[src/rtl/dif_sqrt.sv]
// Pipelined integer square root, one result bit per stage, with a sideband tag.
// Depends on nothing; used by single_ion_diffusivity_core.
module dif_sqrt #(
	parameter int ROOT_W = 32,
	parameter int TAG_W  = 1
) (
	input  logic                  clk,
	input  logic                  arst_n,
	input  logic                  en,
	input  logic                  in_valid,
	input  logic [2*ROOT_W-1:0]   value,
	input  logic [TAG_W-1:0]      in_tag,
	output logic                  out_valid,
	output logic [ROOT_W-1:0]     root,
	output logic [TAG_W-1:0]      out_tag
);
	localparam int RW = ROOT_W + 3;

	logic                v_s   [0:ROOT_W];
	logic [2*ROOT_W-1:0] val_s [0:ROOT_W];
	logic [RW-1:0]       rem_s [0:ROOT_W];
	logic [ROOT_W-1:0]   rt_s  [0:ROOT_W];
	logic [TAG_W-1:0]    tag_s [0:ROOT_W];

	always_ff @(posedge clk or negedge arst_n) begin
		if (!arst_n) begin
			v_s[0] <= 1'b0;
		end else if (en) begin
			v_s[0] <= in_valid;
		end
	end

	always_ff @(posedge clk) begin
		if (en) begin
			val_s[0] <= value;
			rem_s[0] <= '0;
			rt_s[0]  <= '0;
			tag_s[0] <= in_tag;
		end
	end

	for (genvar k = 1; k <= ROOT_W; k++) begin : g_stage
		logic [RW-1:0] cur;
		logic [RW-1:0] trial;
		logic          ge;

		// bring down the next two radicand bits, try root*4+1
		assign cur   = {rem_s[k-1][RW-3:0], val_s[k-1][2*ROOT_W-1 -: 2]};
		assign trial = {1'b0, rt_s[k-1], 2'b01};
		assign ge    = cur >= trial;

		always_ff @(posedge clk or negedge arst_n) begin
			if (!arst_n) begin
				v_s[k] <= 1'b0;
			end else if (en) begin
				v_s[k] <= v_s[k-1];
			end
		end

		always_ff @(posedge clk) begin
			if (en) begin
				val_s[k] <= {val_s[k-1][2*ROOT_W-3:0], 2'b00};
				rem_s[k] <= ge ? cur - trial : cur;
				rt_s[k]  <= {rt_s[k-1][ROOT_W-2:0], ge};
				tag_s[k] <= tag_s[k-1];
			end
		end
	end

	assign out_valid = v_s[ROOT_W];
	assign root      = rt_s[ROOT_W];
	assign out_tag   = tag_s[ROOT_W];
endmodule

[config.mk]
export PLATFORM = sky130hd
export DESIGN_NAME = dif_sqrt
export DESIGN_NICKNAME = d
export VERILOG_FILES = /design/src/rtl/dif_sqrt.sv
export SDC_FILE = /design/constraint.sdc
export NUM_CORES = 2
export LEC_CHECK = 0
export BUFFER_PORTS_ARGS = -buffer_cell sky130_fd_sc_hd__buf_2
export CORE_ASPECT_RATIO = 0.9
export CORE_MARGIN = 1.5
export CORE_UTILIZATION = 50
export CTS_CLUSTER_DIAMETER = 30
export DETAILED_ROUTE_END_ITERATION = 12
export GPL_TIMING_DRIVEN = 0
export PLACE_DENSITY = 0.68
export SETUP_SLACK_MARGIN = 0.3
export SYNTH_ARGS = -nofsm -noshare
export SYNTH_HDL_FRONTEND = slang
export SYNTH_MEMORY_MAX_BITS = 65536
export SYNTH_SLANG_ARGS = --single-unit
[constraint.sdc]
create_clock -name clk -period 3.2 [get_ports clk]
set_input_delay 0.16 -clock clk [delete_from_list [all_inputs] [get_ports clk]]
set_output_delay 0.16 -clock clk [all_outputs]
set_load 0.1 [all_outputs]
==> flow_summary.yaml <==
status:
  status: "finished, violations left"
  violations: "hold timing, setup timing"
worst_setup_path:
  reg2reg_slack_ns: -0.33
  cp_max_fo: 5
  start_kind: "flop"
  crit_required_ns: 3.86
  critPathArrivalTime_ns: 4.19
  crit_path_end_kind: "flop"
  worstReg2RegEnd: "rem_s[0][343]"
  critical_path_class: "reg2reg"
  rr_startpoint: "rem_s[0][296]"
  worstRegToRegCells: 14
routing:
  drtPass1Iterations: 6
  top_layer: "met5"
  vias: 80350
  wire_per_inst_um: 20.52
  drc: 0
  dr_wl_met3_mm: 20.50
  drt-vias-per-instance: 5.602
  drt_iter0_markers: 7380
  ant_nets: 0
  dr_wl_met2_mm: 127.6
  wl_met1_mm: 139.5
  routed_wl_mm: 294.3
timing:
  worstMarginPinSlew_ns: 1.091
  timing.final.ws_setup_ns: -0.3287
  setup_viol_count_final: 132
  fin_crit_sh_pct: 110.3
  fin_crit_ns: 3.529
  holdWs_ns: -0.3454
  slew_viol_final: 0
  maxClockFrequency_ghz: 0.2834
  slew_headroom_pct: 27.24
  hold_violations: 108
  rsz0062_at_grt: "yes"
  clock_skew_ns: 0.08418
min_path:
  hold_end: "val_s[0][1]"
  hold_path_depth: 1
  min_path_type: "in2reg"
  min_from: "en"
flow_run:
  cap_violations: 0
yosys:
  synthArstFlopShare_pct: 1.258
  netlist_area_um2: 120800
  syn_nets: 9877
  synth-seq-cells: 2624
  synthFlopType: "edfxtp_1"
  synth_edf_count: 2591
  yosysUniqueCellTypes: 86
  yosys_warnings: 0
  yosysSeqAreaShare_pct: 65.08
  avgSynthCellArea_um2: 13.07
  syn_inst: 9247
clocking:
  cts_root_buf: "clkbuf_16"
  cts_hold_buf: 136
  clockBufferDepth: 4
  clk_latency_ns: 0.96
  clk_pin_slew_ns: 0.05
  cts_tree: "done"
  htree_levels: 5
  cts.sinks: 2624
  cts_buffers: 477
grt:
  grt_pass1_vias: 78950
  antenna_found_initial: 6
  grt_start_max_net_pins: 191
  grt_pass1_wl_mm: 444.8
  grt_use_total_pct: 22.96
  grt-ovfl-total: 0
floorplanning:
  die_x_um: 521.2
  die_h_um: 469.4
  die_area_um2: 244600
  io_pins: 103
  row_count: 171
  initial_utilization_pct: 50.20
  fp.coreArea_um2: 240700
pwr:
  pwr-share-comb_pct: 22.1
  p_int_mw: 89.00
  swShare_pct: 28.84
  clock_power_share_pct: 40.7
  seqPwrFrac_pct: 37.3
  power_switching_mw: 36.07
  power_leakage_nw: 62.62
  cellPowerDensity_nw_per_um2: 772.5
  ir_worst_vdd_v: 0.0006063
placement:
  dpl.hpwl_mm: 180.1
  placed_area_um2: 126700
  place_ws_ns: -1.932
  place.gp.congestion: 0.9315
  post-place-cells: 12570
  port_buffers: 102
finish:
  final_area_um2: 161900
  layout.cells.non_filler: 14340
  drive_gt1_share_pct: 29.67
  area_growth_pct: 34.00
  nNetsFinal: 11360
==> kinds of logic after synthesis <==
group,after synthesis,share of synthesized area (%)
AO/OA/AOI/OAI,1821,9.356
XOR/XNOR,791,5.734
adder cells (fa/ha/maj),561,5.809
buffers and inverters,904,2.819
flip-flops,2624,65.08
multiplexers,149,1.372
other,1,0.003104
AND/OR/NAND/NOR,2396,9.828
==> critical path, stage by stage, from the launching register on <==
cell      delay [ns]
edfxtp_1        0.38
or3_4           0.40
or3_4           0.33
or3_4           0.34
buf_6           0.13
or4_4           0.45
nand3_4         0.09
buf_6           0.10
buf_6           0.08
or4_4           0.15
o2111a_2        0.28
buf_6           0.12
buf_12          0.13
nand3_4         0.09
xnor2_2         0.19
==> what timing repair did <==
action,in CTS,in global routing
buffers inserted,479,210
resized for setup,1699,765
setup endpoints to repair,1397,1045
cloned,46,11
endpoints found under the hold margin,214,112
pin swaps,377,265
==> how the worst max path moves through the flow <==
| stage | from | end | slack (ns) | depth (start not counted) |
|---|---|---|---|---|
| global route | rem_s[0][296] | rem_s[0][344] | -0.39 | 11 |
| detailed placement | en | val_s[0][822] | -1.93 | 7 |
| floorplan | rem_s[0][294] | rem_s[0][344] | -0.14 | 11 |
| global placement | en | val_s[0][422] | -38.47 | 1 |
| CTS | rem_s[0][296] | rem_s[0][344] | -0.25 | 11 |
| finish | rem_s[0][296] | rem_s[0][343] | -0.33 | 14 |
==> stage by stage <==
stage / power (mW) / setup TNS [ns] / utilization (%)
after floorplan: 60.39 / -0.5180 / -
after global placement: 63.56 / - / 52.45
after detailed placement: 66.69 / -1134.80 / 52.64
after CTS: 122.7 / -6.695 / 65.13
after global routing: 130.2 / -25.58 / 67.26
final: 125.1 / -10.52 / 67.26
==> Yosys cell counts (all sizes together), types with 22 or more instances <==
master     n  area [µm²]
xor2     373        3267
a211oi    43       322.8
dfrtp     33       825.8
and3      55       344.1
nand3b    23       172.7
clkbuf   174       653.1
mux2     133        1498
nand2    565        2121
nor4     116       740.7
ha       561        7019
nor2     601        2256
edfxtp  2591       77800
xnor2    418        3661
nand4     91       569.3
nor3     245        1241
and2      34       212.7
a21o     232        1742
or2       45       281.5
nand2b   118       738.2
nor3b     22       170.2
a21oi    591        2958
a31oi     51       319.1
or3      108       685.7
or4       69       518.0
a21boi    22       165.2
o31ai     57       432.9
nor2b     75       469.2
o211ai    32       240.2
nand3    177       885.9
inv      705        2646
o21a     100       750.7
o21ai    451        2257
o21bai    49       367.9
==> layout by cell type (no fill, tap or decap), drive strengths merged, types with 108 or more instances in the layout <==
cell         Yosys  layout
edfxtp        2591    2591
buf             20     873
inv            705     787
clkbuf         174     697
nor2           601     601
a21oi          591     591
nand2          565     565
ha             561     561
o21ai          451     451
xnor2          418     418
xor2           373     373
nor3           245     245
a21o           232     232
nand3          177     177
clkinv           5     168
dlygate4sd3      0     135
mux2           133     133
nand2b         118     118
nor4           116     116
or3            108     108
==> power groups by stage <==
stage               clock [mW]  sequential [mW]  combinational [mW]
floorplan                    0             45.7                14.7
global placement             0             47.4                16.2
detailed placement           0             46.7                20.0
CTS                       51.7             46.3                24.7
global route              53.4             47.0                29.8
finish                    50.9             46.6                27.6
==> state kept, by name, indices dropped and copies added, names as in the netlist <==
register and flops:
val_s 1056, rem_s 974, rt_s 528, tag_s 33, v_s 32, out_valid 1
==> layer usage <==
layer / vias up / track usage [%]
met1: 39810 / 35.17
met4: 4 / 6.481
li1: 37580 / -
met2: 2430 / 33.00
met5: - / 0
met3: 523 / 4.663
==> final cells by class <==
type                            instances  area [µm²]
Clock buffer                          518       12130
Tap cell                             3200        4004
Multi-Input combinational cell       5721       47960
Antenna cell                            4       10.01
Timing Repair Buffer                  998        9585
Clock inverter                        375        4365
Buffer                                194        2490
Sequential cell                      2624       78630
Fill cell                           16360       78800
Inverter                              710        2720
No activity file was read; power rests on OpenSTA's default activity.
