$ cat src/rtl/dif_pkg.sv
// Shared constants for the single-ion diffusivity core.
// No dependencies; used by single_ion_diffusivity_core and dif_div.
package dif_pkg;

	// configuration register indexes
	localparam int CFG_IDX_W = 2;
	localparam logic [CFG_IDX_W-1:0] REG_OHMIC     = 2'd0;
	localparam logic [CFG_IDX_W-1:0] REG_HALL      = 2'd1;
	localparam logic [CFG_IDX_W-1:0] REG_AMBIPOLAR = 2'd2;

	// flags leaving a divider pipe
	typedef struct packed {
		logic sat;      // quotient above the output range
		logic den_zero; // divisor was zero
	} div_flags_t;

endpackage

$ cat src/rtl/dif_div.sv
// Pipelined restoring divider with a QUOT_W-bit quotient and a saturation flag for overflow.
// Depends on dif_pkg; used by single_ion_diffusivity_core.
module dif_div #(
	parameter int NUM_W  = 63,
	parameter int DEN_W  = 31,
	parameter int QUOT_W = 31
) (
	input  logic                clk,
	input  logic                arst_n,
	input  logic                en,
	input  logic                in_valid,
	input  logic [NUM_W-1:0]    num,
	input  logic [DEN_W-1:0]    den,
	output logic                out_valid,
	output logic [QUOT_W-1:0]   quot,
	output dif_pkg::div_flags_t flags
);
	localparam int HW = NUM_W - QUOT_W;

	logic              v_s    [0:QUOT_W];
	logic [DEN_W-1:0]  rem_s  [0:QUOT_W];
	logic [QUOT_W-1:0] bits_s [0:QUOT_W];
	logic [DEN_W-1:0]  den_s  [0:QUOT_W];
	dif_pkg::div_flags_t fl_s [0:QUOT_W];

	logic [HW-1:0] hi;
	logic          sat;

	// quotient overflows exactly when the top part already reaches the divisor
	assign hi  = num[NUM_W-1:QUOT_W];
	assign sat = hi >= HW'(den);

	always_ff @(posedge clk or negedge arst_n) begin
		if (!arst_n) begin
			v_s[0] <= 1'b0;
		end else if (en) begin
			v_s[0] <= in_valid;
		end
	end

	always_ff @(posedge clk) begin
		if (en) begin
			rem_s[0]           <= sat ? '0 : hi[DEN_W-1:0];
			bits_s[0]          <= num[QUOT_W-1:0];
			den_s[0]           <= den;
			fl_s[0].sat        <= sat;
			fl_s[0].den_zero   <= den == '0;
		end
	end

	for (genvar k = 1; k <= QUOT_W; k++) begin : g_stage
		logic [DEN_W:0] cur;
		logic [DEN_W:0] diff;
		logic           ge;

		assign cur  = {rem_s[k-1], bits_s[k-1][QUOT_W-1]};
		assign ge   = cur >= {1'b0, den_s[k-1]};
		assign diff = cur - {1'b0, den_s[k-1]};

		always_ff @(posedge clk or negedge arst_n) begin
			if (!arst_n) begin
				v_s[k] <= 1'b0;
			end else if (en) begin
				v_s[k] <= v_s[k-1];
			end
		end

		always_ff @(posedge clk) begin
			if (en) begin
				rem_s[k]  <= ge ? diff[DEN_W-1:0] : cur[DEN_W-1:0];
				bits_s[k] <= {bits_s[k-1][QUOT_W-2:0], ge};
				den_s[k]  <= den_s[k-1];
				fl_s[k]   <= fl_s[k-1];
			end
		end
	end

	assign out_valid = v_s[QUOT_W];
	assign quot      = bits_s[QUOT_W];
	assign flags     = fl_s[QUOT_W];
endmodule

$ cat config.mk
export PLATFORM = sky130hd
export DESIGN_NAME = dif_div
export DESIGN_NICKNAME = d
export VERILOG_FILES = /design/src/rtl/dif_pkg.sv /design/src/rtl/dif_div.sv
export SDC_FILE = /design/constraint.sdc
export NUM_CORES = 2
export LEC_CHECK = 0
export ABC_CLOCK_PERIOD_IN_PS = 3920
export BUFFER_PORTS_ARGS = -buffer_cell sky130_fd_sc_hd__buf_2
export CAP_MARGIN = 40
export CORE_MARGIN = 5
export CORE_UTILIZATION = 40
export CTS_CLUSTER_DIAMETER = 40
export DETAILED_ROUTE_END_ITERATION = 8
export GPL_ROUTABILITY_DRIVEN = 0
export HOLD_SLACK_MARGIN = 0.02
export PLACE_DENSITY = 0.57
export SYNTH_ARGS = -nofsm -noshare
export SYNTH_HDL_FRONTEND = slang
export SYNTH_SLANG_ARGS = --single-unit
$ cat constraint.sdc
create_clock -name clk -period 3.92 [get_ports clk]
set_clock_uncertainty 0.05 [all_clocks]
set_input_delay 0.784 -clock clk [delete_from_list [all_inputs] [get_ports clk]]
set_output_delay 0.784 -clock clk [all_outputs]
set_load 0.05 [all_outputs]
==> flow_summary.yaml <==
run_status:
  outcome: "completed"
yosys:
  avgSynthCellArea_um2: 12.53
  syn-cell-area_um2: 150700
  synth_edf_count: 2978
  ys_warn_count: 0
  yosys_register_bits: 3010
  yosysUniqueCellTypes: 103
  syn-num-nets: 13150
  async_flop_share_pct: 1.063
  ys.flop_type: "edfxtp_1"
  synthCells: 12030
  ys_seq_area_share_pct: 59.86
worst_hold_path:
  min-delay-start: "num[52]"
  hold_path_depth: 2
  worstHoldEndpoint: "rem_s[0][21]"
  hold_class: "in2reg"
run:
  drv_cap: 0
sta:
  fin_crit_sh_pct: 97.07
  setup_viol: 0
  fin_crit_ns: 3.805
  max_freq_mhz: 262.8
  maxSlewHeadroom_pct: 47.35
  holdWs_ns: 0.1370
  finalHoldViolCount: 0
  maxSlewViolCount: 0
  tightest_slew_ns: 0.7898
clock_tree:
  clkTransAtPathRegs_ns: 0.05
  clock_sinks: 3010
  cts_tree: "built"
  cts_buffers: 522
  ctsLongestPathBuffers: 4
  h-tree-depth: 6
  clk_latency_ns: 0.99
  cts_root_buf: "clkbuf_16"
routing:
  wirelength_um: 347600
  vias_per_cell: 5.283
  drt_iter0_drc: 7025
  final_antenna_net_count: 0
  drt-wirelength-per-cell_um: 18.95
  vias: 96910
  drc: 0
  first_pass_iters: 6
die:
  fp.dieArea_um2: 389200
  die_h_um: 623.9
  rows: 225
  core_area_um2: 375500
  start_util_pct: 40.13
  pin_count: 132
  die_x_um: 623.9
worst_setup_path:
  crit_required_ns: 4.58
  r2r_end: "rem_s[29][14]"
  crit_type: "reg2reg"
  critPathCaptureType: "flip-flop"
  r2r-start: "bits_s[28][30]"
  worstPathArrival_ns: 4.47
  r2r_cells: 17
  cp-start-kind: "flip-flop"
  cp_max_fo: 11
  reg2reg_slack_ns: 0.11
global_route:
  antenna_found_initial: 10
  grt_max_degree: 132
  grt_pass1_vias: 96600
  overflow: 0
  grt.total_usage_pct: 17.14
  grt_pass1_wl_um: 538300
power_and_ir_drop:
  p_leak_uw: 0.07280
  worst_ir_drop_vdd_v: 0.0005650
  power_uw: 157300
  cellPowerDensity_nw_per_um2: 875.7
place:
  portBuffers: 131
  dp_hpwl_um: 251800
  post_dp_cell_area_um2: 160100
layout:
  finalNetCount: 14030
  drive_above_1_share_pct: 14.77
  area_growth_pct: 19.14
  fin_area_um2: 179600
==> final cells by class <==
type	instances	area [um^2]
antenna	6	15.01
sequential	3010	90230
clock inverter	363	3988
fill	32800	196000
inverter	1221	4583
clock buffer	592	13710
tap	4994	6248
timing repair buffer	596	5241
multi-input combinational	7563	55570
==> worst max path at each step <==
stage / startpoint / end / slack [ns] / cells past startpoint
3_3_place_gp: den_s[25][0] / rem_s[26][9] / -0.35 / 13
2_1_floorplan: den_s[9][0] / rem_s[10][23] / 0.43 / 14
6_report: bits_s[28][30] / rem_s[29][14] / 0.11 / 17
4_1_cts: den_s[18][0] / rem_s[19][30] / 0.008 / 12
5_1_grt: den_s[11][2] / rem_s[12][22] / -0.03 / 15
3_5_place_dp: den_s[25][0] / rem_s[26][9] / -0.36 / 13
==> flip-flops by register name, indices dropped and copies added, names as in the netlist <==
register / count
bits_s: 992
v_s: 31
rem_s: 961
den_s: 961
out_valid: 1
fl_s: 64
==> worst max-delay path: stages, from the launching register on <==
cell,delay (ns)
edfxtp_1,0.33
buf_4,0.11
inv_1,0.04
ha_1,0.21
fa_1,0.41
nor2b_2,0.19
o31ai_2,0.12
a21oi_2,0.22
a211oi_1,0.10
o31a_1,0.30
a21oi_2,0.18
o21a_1,0.15
nor2_1,0.04
buf_4,0.13
o31ai_4,0.29
buf_12,0.17
clkbuf_16,0.17
mux2_2,0.33
==> cell usage in the layout (no fill, tap or decap), drive strengths merged, types with 51 or more instances in the layout <==
master       Yosys  routed
nand4          135     135
edfxtp        2978    2978
nor2b          159     159
and2            74      74
nor3           130     130
a21o           521     521
o21a           122     122
a21oi          856     856
xnor2          464     464
nor2           533     533
o21ai          783     783
inv           1221    1309
bufinv           0      51
nand2          739     739
ha             992     992
nand2b         148     148
nand3          125     125
a31oi           97      97
buf             71     507
clkbuf         166     600
dlygate4sd3      0      81
o21bai          95      95
clkinvlp         0      54
clkinv           0     170
o31ai           71      71
a211oi          73      73
and3            88      88
xor2           316     316
mux2           416     416
==> per-layer routing <==
layer | up-vias | routed length (um) | track usage [%]
met5 | - | 21 | 0
met4 | 4 | 15570 | 7.154
met3 | 849 | 18810 | 2.847
met2 | 2799 | 160900 | 28.15
met1 | 46880 | 152300 | 22.56
li1 | 46380 | - | -
==> cell usage after synthesis (71+ instances only) <==
cell,number,area share [%]
inv_1,1220,3.0
xnor2_1,464,2.7
edfxtp_1,2978,59
o21ai_0,763,2.5
a31oi_1,94,0.39
clkbuf_1,166,0.41
nor2b_1,159,0.66
nor2_1,533,1.3
ha_1,992,8.2
a21o_1,521,2.6
a211oi_1,71,0.35
and3_1,88,0.37
and2_1,74,0.31
o21a_1,122,0.61
a21oi_1,854,2.8
nand2_1,739,1.8
nand2b_1,148,0.61
mux2_2,410,3.1
nand4_1,135,0.56
xor2_1,316,1.8
nor3_1,130,0.43
nand3_1,125,0.42
o21bai_1,95,0.47
==> kinds of logic after synthesis <==
group | share of synthesized area, %
flip-flops | 59.86
AO/OA/AOI/OAI | 12.52
AND/OR/NAND/NOR | 7.423
buffers and inverters | 3.709
adder cells (fa/ha/maj) | 8.633
XOR/XNOR | 4.532
multiplexers | 3.316
==> metrics by stage <==
step	TNS, ns	instances	setup slack [ns]	util [%]
finish	0	18350	0.1147	47.82
global placement	-4.288	17260	-0.3466	42.63
floorplan	0	12030	0.4295	-
CTS	0	18300	0.007733	47.57
global route	-0.3481	18340	-0.03313	47.81
detailed placement	-6.124	17260	-0.3627	42.63
==> repair_timing <==
| action | 4_1_cts | 5_1_grt |
|---|---|---|
| gates resized for setup | 17 | 107 |
| gates cloned | 0 | 12 |
| setup buffers | 2 | 27 |
| pin swaps | 0 | 27 |
| endpoints found under the setup margin | 59 | 477 |
| endpoints found under the hold margin | 112 | 0 |
| hold buffers | 81 | 0 |
==> report_power, final <==
part,total (uW),internal (uW),switching [uW]
clock network,45200,28900,16300
logic,61000,27700,33400
registers,51000,46200,4880
No activity file was read; power rests on OpenSTA's default activity.
